## src/sv/bqtdf2_pkg.sv

```systemverilog
`default_nettype none
// ----------------------------------------------------------------------------
// bqtdf2_pkg: shared types and constants for the multichannel biquad
// Field widths, fixed-point scaling, register indexes and sequencer states.
// ----------------------------------------------------------------------------
package bqtdf2_pkg;

  localparam int NUM_CHANNELS = 8;
  localparam int CHAN_BITS    = 3;
  localparam int SAMPLE_BITS  = 24;
  localparam int COEF_BITS    = 32;
  localparam int COEF_FRAC    = 28;
  localparam int STATE_BITS   = 48;

  // coefficient is consumed one digit at a time, LSB first; only the top digit is signed
  localparam int DIGIT_BITS = 4;
  localparam int NUM_DIGITS = COEF_BITS / DIGIT_BITS;
  localparam int CNT_BITS   = $clog2(NUM_DIGITS + 1);

  // running partial product and the full product word {acc, low}
  localparam int ACC_BITS  = STATE_BITS + DIGIT_BITS + 1;
  localparam int PROD_BITS = ACC_BITS + COEF_BITS;
  localparam int TERM_BITS = STATE_BITS + 8;

  // product scaling down to Q8.40
  localparam int XSHIFT = SAMPLE_BITS - 13;
  localparam int YSHIFT = COEF_FRAC;

  // output rounding: add half, then drop OUT_SHIFT bits
  localparam int OUT_SHIFT = 41 - SAMPLE_BITS;
  localparam int RND_BITS  = STATE_BITS + 1 - OUT_SHIFT;
  localparam logic [STATE_BITS:0] RND_HALF = (STATE_BITS + 1)'(1) << (OUT_SHIFT - 1);

  // configuration register indexes
  localparam int CFG_IDX_BITS = 3;
  localparam logic [CFG_IDX_BITS-1:0] REG_B0 = 3'd0;
  localparam logic [CFG_IDX_BITS-1:0] REG_B1 = 3'd1;
  localparam logic [CFG_IDX_BITS-1:0] REG_B2 = 3'd2;
  localparam logic [CFG_IDX_BITS-1:0] REG_A1 = 3'd3;
  localparam logic [CFG_IDX_BITS-1:0] REG_A2 = 3'd4;

  localparam logic [COEF_BITS-1:0] COEF_B0_RESET = 32'h1000_0000;

  // input word actions
  localparam logic ACT_FILTER = 1'b0;
  localparam logic ACT_CLEAR  = 1'b1;

  // idle state plus one state per product of the section
  typedef enum logic [2:0] {
    ST_IDLE,
    ST_B0,
    ST_B1,
    ST_A1,
    ST_B2,
    ST_A2
  } state_t;

endpackage
`default_nettype wire

```

## src/sv/bqtdf2_in_if.sv

```systemverilog
`default_nettype none
// ----------------------------------------------------------------------------
// bqtdf2_in_if: input channel of the biquad
// Carries one action, sample and channel per word with valid/ready.
// ----------------------------------------------------------------------------
interface bqtdf2_in_if;
  logic                                         valid;
  logic                                         ready;
  logic                                         action;
  logic signed [bqtdf2_pkg::SAMPLE_BITS-1:0]    sample_in;
  logic        [bqtdf2_pkg::CHAN_BITS-1:0]      chan;

  modport source (output valid, action, sample_in, chan, input ready);
  modport sink   (input valid, action, sample_in, chan, output ready);
endinterface
`default_nettype wire

```

## src/sv/bqtdf2_out_if.sv

```systemverilog
`default_nettype none
// ----------------------------------------------------------------------------
// bqtdf2_out_if: result channel of the biquad
// Carries the filtered sample, its channel and the clip flag with valid/ready.
// ----------------------------------------------------------------------------
interface bqtdf2_out_if;
  logic                                         valid;
  logic                                         ready;
  logic signed [bqtdf2_pkg::SAMPLE_BITS-1:0]    sample_out;
  logic        [bqtdf2_pkg::CHAN_BITS-1:0]      out_chan;
  logic                                         clipped;

  modport source (output valid, sample_out, out_chan, clipped, input ready);
  modport sink   (input valid, sample_out, out_chan, clipped, output ready);
endinterface
`default_nettype wire

```

## src/sv/bqtdf2_cfg_if.sv

```systemverilog
`default_nettype none
// ----------------------------------------------------------------------------
// bqtdf2_cfg_if: coefficient write channel of the biquad
// Carries a register index and write data with valid/ready.
// ----------------------------------------------------------------------------
interface bqtdf2_cfg_if;
  logic                                         valid;
  logic                                         ready;
  logic [bqtdf2_pkg::CFG_IDX_BITS-1:0]          index;
  logic [bqtdf2_pkg::COEF_BITS-1:0]             data;

  modport source (output valid, index, data, input ready);
  modport sink   (input valid, index, data, output ready);
endinterface
`default_nettype wire

```

## src/sv/biquad_tdf2_multichannel.sv

```systemverilog
`default_nettype none
// ----------------------------------------------------------------------------
// biquad_tdf2_multichannel: transposed direct form II biquad, 8 channels
// One shared digit-serial multiplier, per-channel delay words, saturated out.
// ----------------------------------------------------------------------------
// A filter word occupies the block from acceptance until the five coefficient
// products (b0, b1, a1, b2, a2) have gone one after another through a single
// multiplier, which consumes the 32-bit coefficient 4 bits per cycle and then
// folds each product into the sums; only then is the next word taken. A clear
// word gives no result. The result sits in an output register, so a new word is
// accepted while the previous result waits; the last product holds until that
// register is free. Coefficients reset to pass-through and are written through
// the cfg port (always ready); the user must write them only while no word is in
// flight, and the block itself has no check for this.
// ----------------------------------------------------------------------------
module biquad_tdf2_multichannel (
  input  wire              clk,
  input  wire              rst_n,
  bqtdf2_in_if.sink        in_bus,
  bqtdf2_out_if.source     out_bus,
  bqtdf2_cfg_if.sink       cfg_bus
);

  // coefficients
  logic [bqtdf2_pkg::COEF_BITS-1:0] b0_r, b1_r, b2_r, a1_r, a2_r;

  // per-channel delay words; vld_r marks words written since the last clear
  logic signed [bqtdf2_pkg::STATE_BITS-1:0] d1_r [bqtdf2_pkg::NUM_CHANNELS];
  logic signed [bqtdf2_pkg::STATE_BITS-1:0] d2_r [bqtdf2_pkg::NUM_CHANNELS];
  logic [bqtdf2_pkg::NUM_CHANNELS-1:0]      vld_r;

  bqtdf2_pkg::state_t state_r, state_nxt;

  // word in flight
  logic signed [bqtdf2_pkg::SAMPLE_BITS-1:0] x_r;
  logic [bqtdf2_pkg::CHAN_BITS-1:0]          ch_r;
  logic signed [bqtdf2_pkg::STATE_BITS-1:0]  z1_r, z2_r, y_r;
  logic signed [bqtdf2_pkg::TERM_BITS-1:0]   s1_r, s2_r;

  // digit-serial multiplier
  logic signed [bqtdf2_pkg::STATE_BITS-1:0] op_r;
  logic [bqtdf2_pkg::COEF_BITS-1:0]         cshift_r;
  logic signed [bqtdf2_pkg::ACC_BITS-1:0]   acc_r;
  logic [bqtdf2_pkg::COEF_BITS-1:0]         low_r;
  logic [bqtdf2_pkg::CNT_BITS-1:0]          cnt_r;

  logic signed [bqtdf2_pkg::DIGIT_BITS:0]   digit_s;
  logic signed [bqtdf2_pkg::ACC_BITS-1:0]   part;
  logic signed [bqtdf2_pkg::ACC_BITS-1:0]   acc_sum;
  logic [bqtdf2_pkg::PROD_BITS-1:0]         prod;
  logic signed [bqtdf2_pkg::TERM_BITS-1:0]  term_x, term_y;
  logic                                     cnt_done;

  // output register
  logic                                     out_valid_r;
  logic signed [bqtdf2_pkg::SAMPLE_BITS-1:0] out_sample_r;
  logic [bqtdf2_pkg::CHAN_BITS-1:0]         out_chan_r;
  logic                                     out_clip_r;
  logic                                     out_free;

  // rounding of y
  logic [bqtdf2_pkg::STATE_BITS:0]          rnd;
  logic [bqtdf2_pkg::RND_BITS-1:0]          rnd_q;
  logic signed [bqtdf2_pkg::SAMPLE_BITS-1:0] y_out;
  logic                                     y_clip;

  // control
  logic chan_ok, in_rdy, start, clr, step, ph_end, finish;

  function automatic logic [bqtdf2_pkg::STATE_BITS-1:0] sat_state(
    input logic [bqtdf2_pkg::TERM_BITS-1:0] v
  );
    logic [bqtdf2_pkg::TERM_BITS-bqtdf2_pkg::STATE_BITS:0] hi;
    hi = v[bqtdf2_pkg::TERM_BITS-1:bqtdf2_pkg::STATE_BITS-1];
    if ((&hi) || (~|hi)) begin
      return v[bqtdf2_pkg::STATE_BITS-1:0];
    end else if (v[bqtdf2_pkg::TERM_BITS-1]) begin
      return {1'b1, {(bqtdf2_pkg::STATE_BITS-1){1'b0}}};
    end else begin
      return {1'b0, {(bqtdf2_pkg::STATE_BITS-1){1'b1}}};
    end
  endfunction

  assign chan_ok  = (int'(in_bus.chan) < bqtdf2_pkg::NUM_CHANNELS);
  assign cnt_done = (cnt_r == bqtdf2_pkg::CNT_BITS'(bqtdf2_pkg::NUM_DIGITS));
  assign out_free = !out_valid_r || out_bus.ready;

  // ---------------------------------------------------------------- sequencer
  always_ff @(posedge clk) begin
    if (!rst_n) begin
      state_r <= bqtdf2_pkg::ST_IDLE;
    end else begin
      state_r <= state_nxt;
    end
  end

  always_comb begin
    state_nxt = state_r;
    in_rdy    = 1'b0;
    start     = 1'b0;
    clr       = 1'b0;
    step      = 1'b0;
    ph_end    = 1'b0;
    finish    = 1'b0;
    case (state_r)
      bqtdf2_pkg::ST_IDLE: begin
        in_rdy = 1'b1;
        if (in_bus.valid) begin
          if (in_bus.action == bqtdf2_pkg::ACT_CLEAR) begin
            clr = 1'b1;
          end else if (chan_ok) begin
            start     = 1'b1;
            state_nxt = bqtdf2_pkg::ST_B0;
          end
        end
      end
      bqtdf2_pkg::ST_B0: begin
        step   = !cnt_done;
        ph_end = cnt_done;
        if (cnt_done) state_nxt = bqtdf2_pkg::ST_B1;
      end
      bqtdf2_pkg::ST_B1: begin
        step   = !cnt_done;
        ph_end = cnt_done;
        if (cnt_done) state_nxt = bqtdf2_pkg::ST_A1;
      end
      bqtdf2_pkg::ST_A1: begin
        step   = !cnt_done;
        ph_end = cnt_done;
        if (cnt_done) state_nxt = bqtdf2_pkg::ST_B2;
      end
      bqtdf2_pkg::ST_B2: begin
        step   = !cnt_done;
        ph_end = cnt_done;
        if (cnt_done) state_nxt = bqtdf2_pkg::ST_A2;
      end
      bqtdf2_pkg::ST_A2: begin
        step = !cnt_done;
        // hold the last product until the output register is free
        if (cnt_done && out_free) begin
          finish    = 1'b1;
          state_nxt = bqtdf2_pkg::ST_IDLE;
        end
      end
      default: begin
        state_nxt = bqtdf2_pkg::ST_IDLE;
      end
    endcase
  end

  assign in_bus.ready = in_rdy;

  // ---------------------------------------------------------------- config
  assign cfg_bus.ready = 1'b1;

  always_ff @(posedge clk) begin
    if (!rst_n) begin
      b0_r <= bqtdf2_pkg::COEF_B0_RESET;
      b1_r <= '0;
      b2_r <= '0;
      a1_r <= '0;
      a2_r <= '0;
    end else if (cfg_bus.valid) begin
      case (cfg_bus.index)
        bqtdf2_pkg::REG_B0: b0_r <= cfg_bus.data;
        bqtdf2_pkg::REG_B1: b1_r <= cfg_bus.data;
        bqtdf2_pkg::REG_B2: b2_r <= cfg_bus.data;
        bqtdf2_pkg::REG_A1: a1_r <= cfg_bus.data;
        bqtdf2_pkg::REG_A2: a2_r <= cfg_bus.data;
        default: ;
      endcase
    end
  end

  // ---------------------------------------------------------------- multiplier
  // top digit of the coefficient carries the sign
  assign digit_s = (cnt_r == bqtdf2_pkg::CNT_BITS'(bqtdf2_pkg::NUM_DIGITS - 1)) ?
                   {cshift_r[bqtdf2_pkg::DIGIT_BITS-1], cshift_r[bqtdf2_pkg::DIGIT_BITS-1:0]} :
                   {1'b0, cshift_r[bqtdf2_pkg::DIGIT_BITS-1:0]};
  assign part    = bqtdf2_pkg::ACC_BITS'(op_r) * bqtdf2_pkg::ACC_BITS'(digit_s);
  assign acc_sum = acc_r + part;

  // full product, low bits collected as they shift out of the accumulator
  assign prod   = {acc_r, low_r};
  assign term_x = $signed(prod[bqtdf2_pkg::XSHIFT +: bqtdf2_pkg::TERM_BITS]);
  assign term_y = $signed(prod[bqtdf2_pkg::YSHIFT +: bqtdf2_pkg::TERM_BITS]);

  always_ff @(posedge clk) begin
    if (!rst_n) begin
      cnt_r <= '0;
    end else if (start || ph_end) begin
      cnt_r <= '0;
    end else if (step) begin
      cnt_r <= cnt_r + bqtdf2_pkg::CNT_BITS'(1);
    end
  end

  always_ff @(posedge clk) begin
    if (start) begin
      x_r      <= in_bus.sample_in;
      ch_r     <= in_bus.chan;
      z1_r     <= vld_r[in_bus.chan] ? d1_r[in_bus.chan] : '0;
      z2_r     <= vld_r[in_bus.chan] ? d2_r[in_bus.chan] : '0;
      op_r     <= bqtdf2_pkg::STATE_BITS'(in_bus.sample_in);
      cshift_r <= b0_r;
      acc_r    <= '0;
    end else if (step) begin
      acc_r    <= acc_sum >>> bqtdf2_pkg::DIGIT_BITS;
      low_r    <= {acc_sum[bqtdf2_pkg::DIGIT_BITS-1:0],
                   low_r[bqtdf2_pkg::COEF_BITS-1:bqtdf2_pkg::DIGIT_BITS]};
      cshift_r <= cshift_r >> bqtdf2_pkg::DIGIT_BITS;
    end else if (ph_end) begin
      acc_r <= '0;
      case (state_r)
        bqtdf2_pkg::ST_B0: begin
          y_r      <= sat_state(term_x + bqtdf2_pkg::TERM_BITS'(z1_r));
          op_r     <= bqtdf2_pkg::STATE_BITS'(x_r);
          cshift_r <= b1_r;
        end
        bqtdf2_pkg::ST_B1: begin
          s1_r     <= term_x + bqtdf2_pkg::TERM_BITS'(z2_r);
          op_r     <= y_r;
          cshift_r <= a1_r;
        end
        bqtdf2_pkg::ST_A1: begin
          s1_r     <= s1_r - term_y;
          op_r     <= bqtdf2_pkg::STATE_BITS'(x_r);
          cshift_r <= b2_r;
        end
        bqtdf2_pkg::ST_B2: begin
          s2_r     <= term_x;
          op_r     <= y_r;
          cshift_r <= a2_r;
        end
        default: ;
      endcase
    end
    if (finish) begin
      d1_r[ch_r] <= sat_state(s1_r);
      d2_r[ch_r] <= sat_state(s2_r - term_y);
    end
  end

  always_ff @(posedge clk) begin
    if (!rst_n) begin
      vld_r <= '0;
    end else if (clr) begin
      vld_r <= '0;
    end else if (finish) begin
      vld_r[ch_r] <= 1'b1;
    end
  end

  // ---------------------------------------------------------------- output
  // round half up, drop fraction bits, clamp to the sample range
  always_comb begin
    rnd   = {y_r[bqtdf2_pkg::STATE_BITS-1], y_r} + bqtdf2_pkg::RND_HALF;
    rnd_q = rnd[bqtdf2_pkg::STATE_BITS:bqtdf2_pkg::OUT_SHIFT];
    if ((&rnd_q[bqtdf2_pkg::RND_BITS-1:bqtdf2_pkg::SAMPLE_BITS-1]) ||
        (~|rnd_q[bqtdf2_pkg::RND_BITS-1:bqtdf2_pkg::SAMPLE_BITS-1])) begin
      y_out  = rnd_q[bqtdf2_pkg::SAMPLE_BITS-1:0];
      y_clip = 1'b0;
    end else if (rnd_q[bqtdf2_pkg::RND_BITS-1]) begin
      y_out  = {1'b1, {(bqtdf2_pkg::SAMPLE_BITS-1){1'b0}}};
      y_clip = 1'b1;
    end else begin
      y_out  = {1'b0, {(bqtdf2_pkg::SAMPLE_BITS-1){1'b1}}};
      y_clip = 1'b1;
    end
  end

  always_ff @(posedge clk) begin
    if (!rst_n) begin
      out_valid_r <= 1'b0;
    end else if (finish) begin
      out_valid_r <= 1'b1;
    end else if (out_bus.ready) begin
      out_valid_r <= 1'b0;
    end
  end

  always_ff @(posedge clk) begin
    if (finish) begin
      out_sample_r <= y_out;
      out_chan_r   <= ch_r;
      out_clip_r   <= y_clip;
    end
  end

  assign out_bus.valid      = out_valid_r;
  assign out_bus.sample_out = out_sample_r;
  assign out_bus.out_chan   = out_chan_r;
  assign out_bus.clipped    = out_clip_r;

endmodule
`default_nettype wire

```

## src/flat_wrapper.sv

```systemverilog
// flat-port wrapper written by rule: the top's interface ports become plain ports
module biquad_tdf2_multichannel_flat 
  (clk, rst_n, in_bus_valid, in_bus_action, in_bus_sample_in, in_bus_chan, in_bus_ready, out_bus_valid, out_bus_sample_out, out_bus_out_chan, out_bus_clipped, out_bus_ready, cfg_bus_valid, cfg_bus_index, cfg_bus_data, cfg_bus_ready);
  bqtdf2_in_if in_bus_i ();
  bqtdf2_out_if out_bus_i ();
  bqtdf2_cfg_if cfg_bus_i ();
  input  wire clk;
  input  wire rst_n;
  input wire logic [$bits(in_bus_i.valid)-1:0] in_bus_valid;
  input wire logic [$bits(in_bus_i.action)-1:0] in_bus_action;
  input wire logic [$bits(in_bus_i.sample_in)-1:0] in_bus_sample_in;
  input wire logic [$bits(in_bus_i.chan)-1:0] in_bus_chan;
  output wire logic [$bits(in_bus_i.ready)-1:0] in_bus_ready;
  output wire logic [$bits(out_bus_i.valid)-1:0] out_bus_valid;
  output wire logic [$bits(out_bus_i.sample_out)-1:0] out_bus_sample_out;
  output wire logic [$bits(out_bus_i.out_chan)-1:0] out_bus_out_chan;
  output wire logic [$bits(out_bus_i.clipped)-1:0] out_bus_clipped;
  input wire logic [$bits(out_bus_i.ready)-1:0] out_bus_ready;
  input wire logic [$bits(cfg_bus_i.valid)-1:0] cfg_bus_valid;
  input wire logic [$bits(cfg_bus_i.index)-1:0] cfg_bus_index;
  input wire logic [$bits(cfg_bus_i.data)-1:0] cfg_bus_data;
  output wire logic [$bits(cfg_bus_i.ready)-1:0] cfg_bus_ready;
  assign in_bus_i.valid = in_bus_valid;
  assign in_bus_i.action = in_bus_action;
  assign in_bus_i.sample_in = in_bus_sample_in;
  assign in_bus_i.chan = in_bus_chan;
  assign in_bus_ready = in_bus_i.ready;
  assign out_bus_valid = out_bus_i.valid;
  assign out_bus_sample_out = out_bus_i.sample_out;
  assign out_bus_out_chan = out_bus_i.out_chan;
  assign out_bus_clipped = out_bus_i.clipped;
  assign out_bus_i.ready = out_bus_ready;
  assign cfg_bus_i.valid = cfg_bus_valid;
  assign cfg_bus_i.index = cfg_bus_index;
  assign cfg_bus_i.data = cfg_bus_data;
  assign cfg_bus_ready = cfg_bus_i.ready;
  biquad_tdf2_multichannel u_core (.clk(clk), .rst_n(rst_n), .in_bus(in_bus_i), .out_bus(out_bus_i), .cfg_bus(cfg_bus_i));
endmodule
```

## config.mk

```make
export PLATFORM = sky130hd
export DESIGN_NAME = biquad_tdf2_multichannel_flat
export DESIGN_NICKNAME = d
export VERILOG_FILES = /design/src/sv/bqtdf2_pkg.sv /design/src/sv/bqtdf2_in_if.sv /design/src/sv/bqtdf2_out_if.sv /design/src/sv/bqtdf2_cfg_if.sv /design/src/sv/biquad_tdf2_multichannel.sv /design/src/flat_wrapper.sv
export SDC_FILE = /design/constraint.sdc
export NUM_CORES = 2
export LEC_CHECK = 0
export BUFFER_PORTS_ARGS = -buffer_cell sky130_fd_sc_hd__buf_4
export CORE_MARGIN = 4
export CORE_UTILIZATION = 46
export CTS_CLUSTER_SIZE = 40
export DETAILED_ROUTE_END_ITERATION = 10
export PLACE_DENSITY = 0.64
export SLEW_MARGIN = 20
export SYNTH_ARGS = -nofsm -noshare
export SYNTH_HDL_FRONTEND = slang
export SYNTH_SLANG_ARGS = --single-unit
```

## constraint.sdc

```tcl
create_clock -name clk -period 17.8 [get_ports clk]
set_input_delay 3.56 -clock clk [delete_from_list [all_inputs] [get_ports clk]]
set_output_delay 3.56 -clock clk [all_outputs]
set_load 0.1 [all_outputs]
```

==> impl_metrics.ini <==
[power]
power.internal_mw = 7.317
power.share.sequential_pct = 36.0
total_leakage_power_nw = 30.41
clkPwrFrac_pct = 26.4
sw_frac_of_total_pct = 37.87
power_switching_mw = 4.459
vdd_drop_max_mv = 0.1058
power_density_over_cell_area_nw_per_um2 = 139.8
pwr-share-comb_pct = 37.6

[routing]
dr_total_vias = 52820
postRouteAntennaNets = 0
via_per_inst = 5.935
detail_route.drc_violations = 0
drt_wl_total_um = 217400
drtIter0Drc = 5450
first_pass_iters = 6
wire_per_inst_um = 24.43

[global_route]
grt_util_met1_pct = 36.72
use_met2_pct = 38.17
via_count_of_the_first_global_routing_pass = 51100
grt_max_degree = 126
gr-usage-met3_pct = 3.976
grt_overflow_total = 0
wire_length_of_the_first_global_routing_pass_um = 327900
groute.usage.overall_pct = 24.97
top_usage_layer = met2
antenna_violations_before_repair = 1

[synth]
yosys.cell_types.count = 87
yosys_warnings = 0
synth.area.top_cells = sky130_fd_sc_hd__edfxtp_1 46%, sky130_fd_sc_hd__dfxtp_1 5.9%, sky130_fd_sc_hd__mux4_2 5.7%
ys_async_sr_fraction_pct = 0
netlist_area_um2 = 76320
number_of_flops_mapped_to_enable_cells_by_yosys = 1180
yosysSeqAreaShare_pct = 52.33
netlist.top_cell.by_area = sky130_fd_sc_hd__edfxtp_1
synth_seq_cells = 1405
synth_net_count = 7180
synthFlopType = sky130_fd_sc_hd__edfxtp_1
count_of_mapped_cells_out_of_synthesis = 6586
post-synth-top-area-fraction_pct = 46.43
postSynthAreaPerCell_um2 = 11.59

[setup_path]
cp.arrival_ps = 7490
timing.critical_path.buf_inv = 3
cpPeakStageDelay_ps = 610
critical-path-top-cell-by-count = sky130_fd_sc_hd__fa_1
timing.critical_path.cells = buf_4, nand4b_1, buf_4, or2_2, fa_1, fa_1, fa_1, inv_1, fa_1, ha_1, a21o_1, a21oi_1, o21a_1, o21ai_0, o21ai_0, a211oi_1, o31ai_1, nand2b_1, or3_1, nand3_1
critical_path_top_delay_cell = sky130_fd_sc_hd__o21ai_0
critical-path-top-delay-family = compound AO/OA/AOI/OAI gates
worstSetupEndpointType = flip-flop
type_of_origin_of_the_critical_path = flip-flop
worst-endpoint-required_ps = 18540
critical_path_fanouts_max = 49
path_class = reg -> reg

[floorplanning]
die_y_um = 415.3
initial_core_util_pct = 46.26
ioPinCount = 99
placementRows = 149
design.die.area_um2 = 172500
design.core.area_um2 = 165000
die_width_um = 415.3

[layout]
layout-area-overhead-vs-synth_pct = 10.35
layoutNonFillerInstCount = 8899
final-seq-area_um2 = 39940
most_used_cells_in_the_layout_excluding_fill_and_tap_cells = 1180 x sky130_fd_sc_hd__edfxtp_1, 712 x sky130_fd_sc_hd__nand2_1, 597 x sky130_fd_sc_hd__a21oi_1
final.fill_count = 14290
finalNetCount = 7178
mostFrequentLayoutCell = sky130_fd_sc_hd__edfxtp_1
layout-drive-gt1-share_pct = 9.767
design_area_um2 = 84220
area_used_by_multi_input_combinational_logic_um2 = 33740

[sta]
hold_viol = 0
setup_tns_ps = 0
skew_ps = 69.03
finalSetupViolations = 0
post-route-period-util_pct = 37.95
timing_worst_slew_pin_value_ps = 1078
grt_setup_unrepaired = false
max_slew_margin_pct = 26.25
fmax_ghz = 0.1480
timing.final.ws_setup_ps = 11040
maxSlewViolCount = 0
period_needed_ps = 6756

[cts]
cts_post_setup_buffers_inserted = 0
ctsRootBufferMaster = sky130_fd_sc_hd__clkbuf_16
ctsLongestPathBuffers = 3
clkSinkCount = 1405
insertion_delay_ps = 830
cts.hold.buffers_added = 0
post_cts.resized_instances = 0
cts-htree-levels = 4
cts.clk_slew.worst_paths_ps = 60
cts-buffers-inserted = 150
cts_tree = done

[job]
max_cap_check_violation_count = 0

[placed_design]
place_congestion = 0.9900
post_dp_cell_area_um2 = 79280
place_worst_setup_slack_ps = 10490
post-place-cells = 8620
dp.final_hpwl_um = 153800
io_buffers = 97

[hold_path]
holdCritPathClass = reg -> reg

[outcome]
status = finished clean
==> power by group through the flow <==
stage	Combinational [mW]	Sequential, mW	Clock (mW)
final	4.43	4.24	3.11
after global routing	4.90	4.24	3.30
after CTS	4.36	4.24	3.16
after detailed placement	4.31	4.31	0
after global placement	4.29	4.31	0
after floorplan	3.08	4.18	0
==> tightest hold or removal path: cells and delay by family (launching register included) <==
kind               cells  cell delay [ps]
DFF                    1              300
and+or+nand+nor        1               50
AOI/OAI and AO/OA      1               50
==> sequential cells by signal, indices dropped and copies added (netlist names), 24 cells and up <==
register,flops
u_core.a1_r,32
u_core.a2_r,32
u_core.acc_r,49
u_core.b0_r,32
u_core.b1_r,32
u_core.b2_r,32
u_core.cshift_r,32
u_core.d1_r,384
u_core.d2_r,384
u_core.op_r,48
u_core.out_bus.sample_out,24
u_core.s1_r,56
u_core.s2_r,56
u_core.x_r,24
u_core.y_r,48
u_core.z1_r,48
u_core.z2_r,48
==> final timing paths <==
| check | start | cells after the start | end | slack, ps |
|---|---|---|---|---|
| min reg2reg | u_core.a1_r[22]$_SDFFE_PN0P_ | 2 | u_core.a1_r[22]$_SDFFE_PN0P_ | 450 |
| max reg2reg | u_core.cshift_r[3]$_DFFE_PP_ | 20 | u_core.acc_r[51]$_SDFFE_PP0P_ | 11040 |
| max | u_core.cshift_r[3]$_DFFE_PP_ | 20 | u_core.acc_r[51]$_SDFFE_PP0P_ | 11040 |
| min | u_core.a1_r[22]$_SDFFE_PN0P_ | 2 | u_core.a1_r[22]$_SDFFE_PN0P_ | 450 |
==> logic make-up (layout without fill, tap and decap cells) <==
family          Yosys count  in the layout  synth area share, %
buf+inv                 738            858                3.708
mux                     355            355                7.836
fa+ha+maj               526            526                10.57
flops                  1405           1405                52.33
compound gates         1517           1517                11.72
other cells               1              5             0.004913
simple gates           1766           1766                10.64
xor+xnor                278            278                3.190
==> routing by layer <==
metal | part of all wire [%] | vias to the layer above
li1 | - | 23960
met1 | 44 | 26470
met2 | 45 | 2056
met3 | 7.8 | 334
met4 | 3.2 | 0
met5 | 0 | -
==> area by class of cell <==
type / count / area share, %
tap: 2189 / 3.252
sequential: 1405 / 47.42
clock buffer: 186 / 4.653
antenna: 4 / 0.01188
multi-input combinational: 4443 / 40.06
clock inverter: 88 / 1.157
inverter: 416 / 1.866
timing repair buffer: 168 / 1.572
==> cells in the mapped netlist, types with 8 or more instances <==
cell and n:
sky130_fd_sc_hd__a2111oi_0 8, sky130_fd_sc_hd__a211oi_1 27, sky130_fd_sc_hd__a21boi_0 10, sky130_fd_sc_hd__a21o_1 119
sky130_fd_sc_hd__a21oi_1 599, sky130_fd_sc_hd__a221oi_1 14, sky130_fd_sc_hd__a22oi_1 33, sky130_fd_sc_hd__a31oi_1 26
sky130_fd_sc_hd__and2_1 197, sky130_fd_sc_hd__and3_1 29, sky130_fd_sc_hd__and4_1 10, sky130_fd_sc_hd__buf_1 39
sky130_fd_sc_hd__clkbuf_1 266, sky130_fd_sc_hd__dfxtp_1 225, sky130_fd_sc_hd__edfxtp_1 1180, sky130_fd_sc_hd__fa_1 198
sky130_fd_sc_hd__ha_1 328, sky130_fd_sc_hd__inv_1 413, sky130_fd_sc_hd__mux2i_1 161, sky130_fd_sc_hd__mux4_2 194
sky130_fd_sc_hd__nand2_1 714, sky130_fd_sc_hd__nand2b_1 45, sky130_fd_sc_hd__nand3_1 120, sky130_fd_sc_hd__nand4_1 66
sky130_fd_sc_hd__nor2_1 404, sky130_fd_sc_hd__nor2b_1 26, sky130_fd_sc_hd__nor3_1 65, sky130_fd_sc_hd__nor4_1 20
sky130_fd_sc_hd__o211ai_1 26, sky130_fd_sc_hd__o21a_1 46, sky130_fd_sc_hd__o21ai_0 410, sky130_fd_sc_hd__o21ai_1 8
sky130_fd_sc_hd__o21bai_1 44, sky130_fd_sc_hd__o22ai_1 47, sky130_fd_sc_hd__o31ai_1 18, sky130_fd_sc_hd__or2_2 19
sky130_fd_sc_hd__or3_1 17, sky130_fd_sc_hd__or4_1 8, sky130_fd_sc_hd__xnor2_1 149, sky130_fd_sc_hd__xor2_1 129
==> per-stage QoR <==
step | total power [mW] | utilization, % | hold WS [ps]
floorplan | 7.260 | - | 435.4
global placement | 8.597 | 48.05 | 440.4
detailed placement | 8.620 | 48.05 | 446.5
CTS | 11.76 | 51.02 | 454.5
global route | 12.44 | 51.04 | 467.6
finish | 11.78 | 51.05 | 453.2
(Power assumes the default switching activity.)
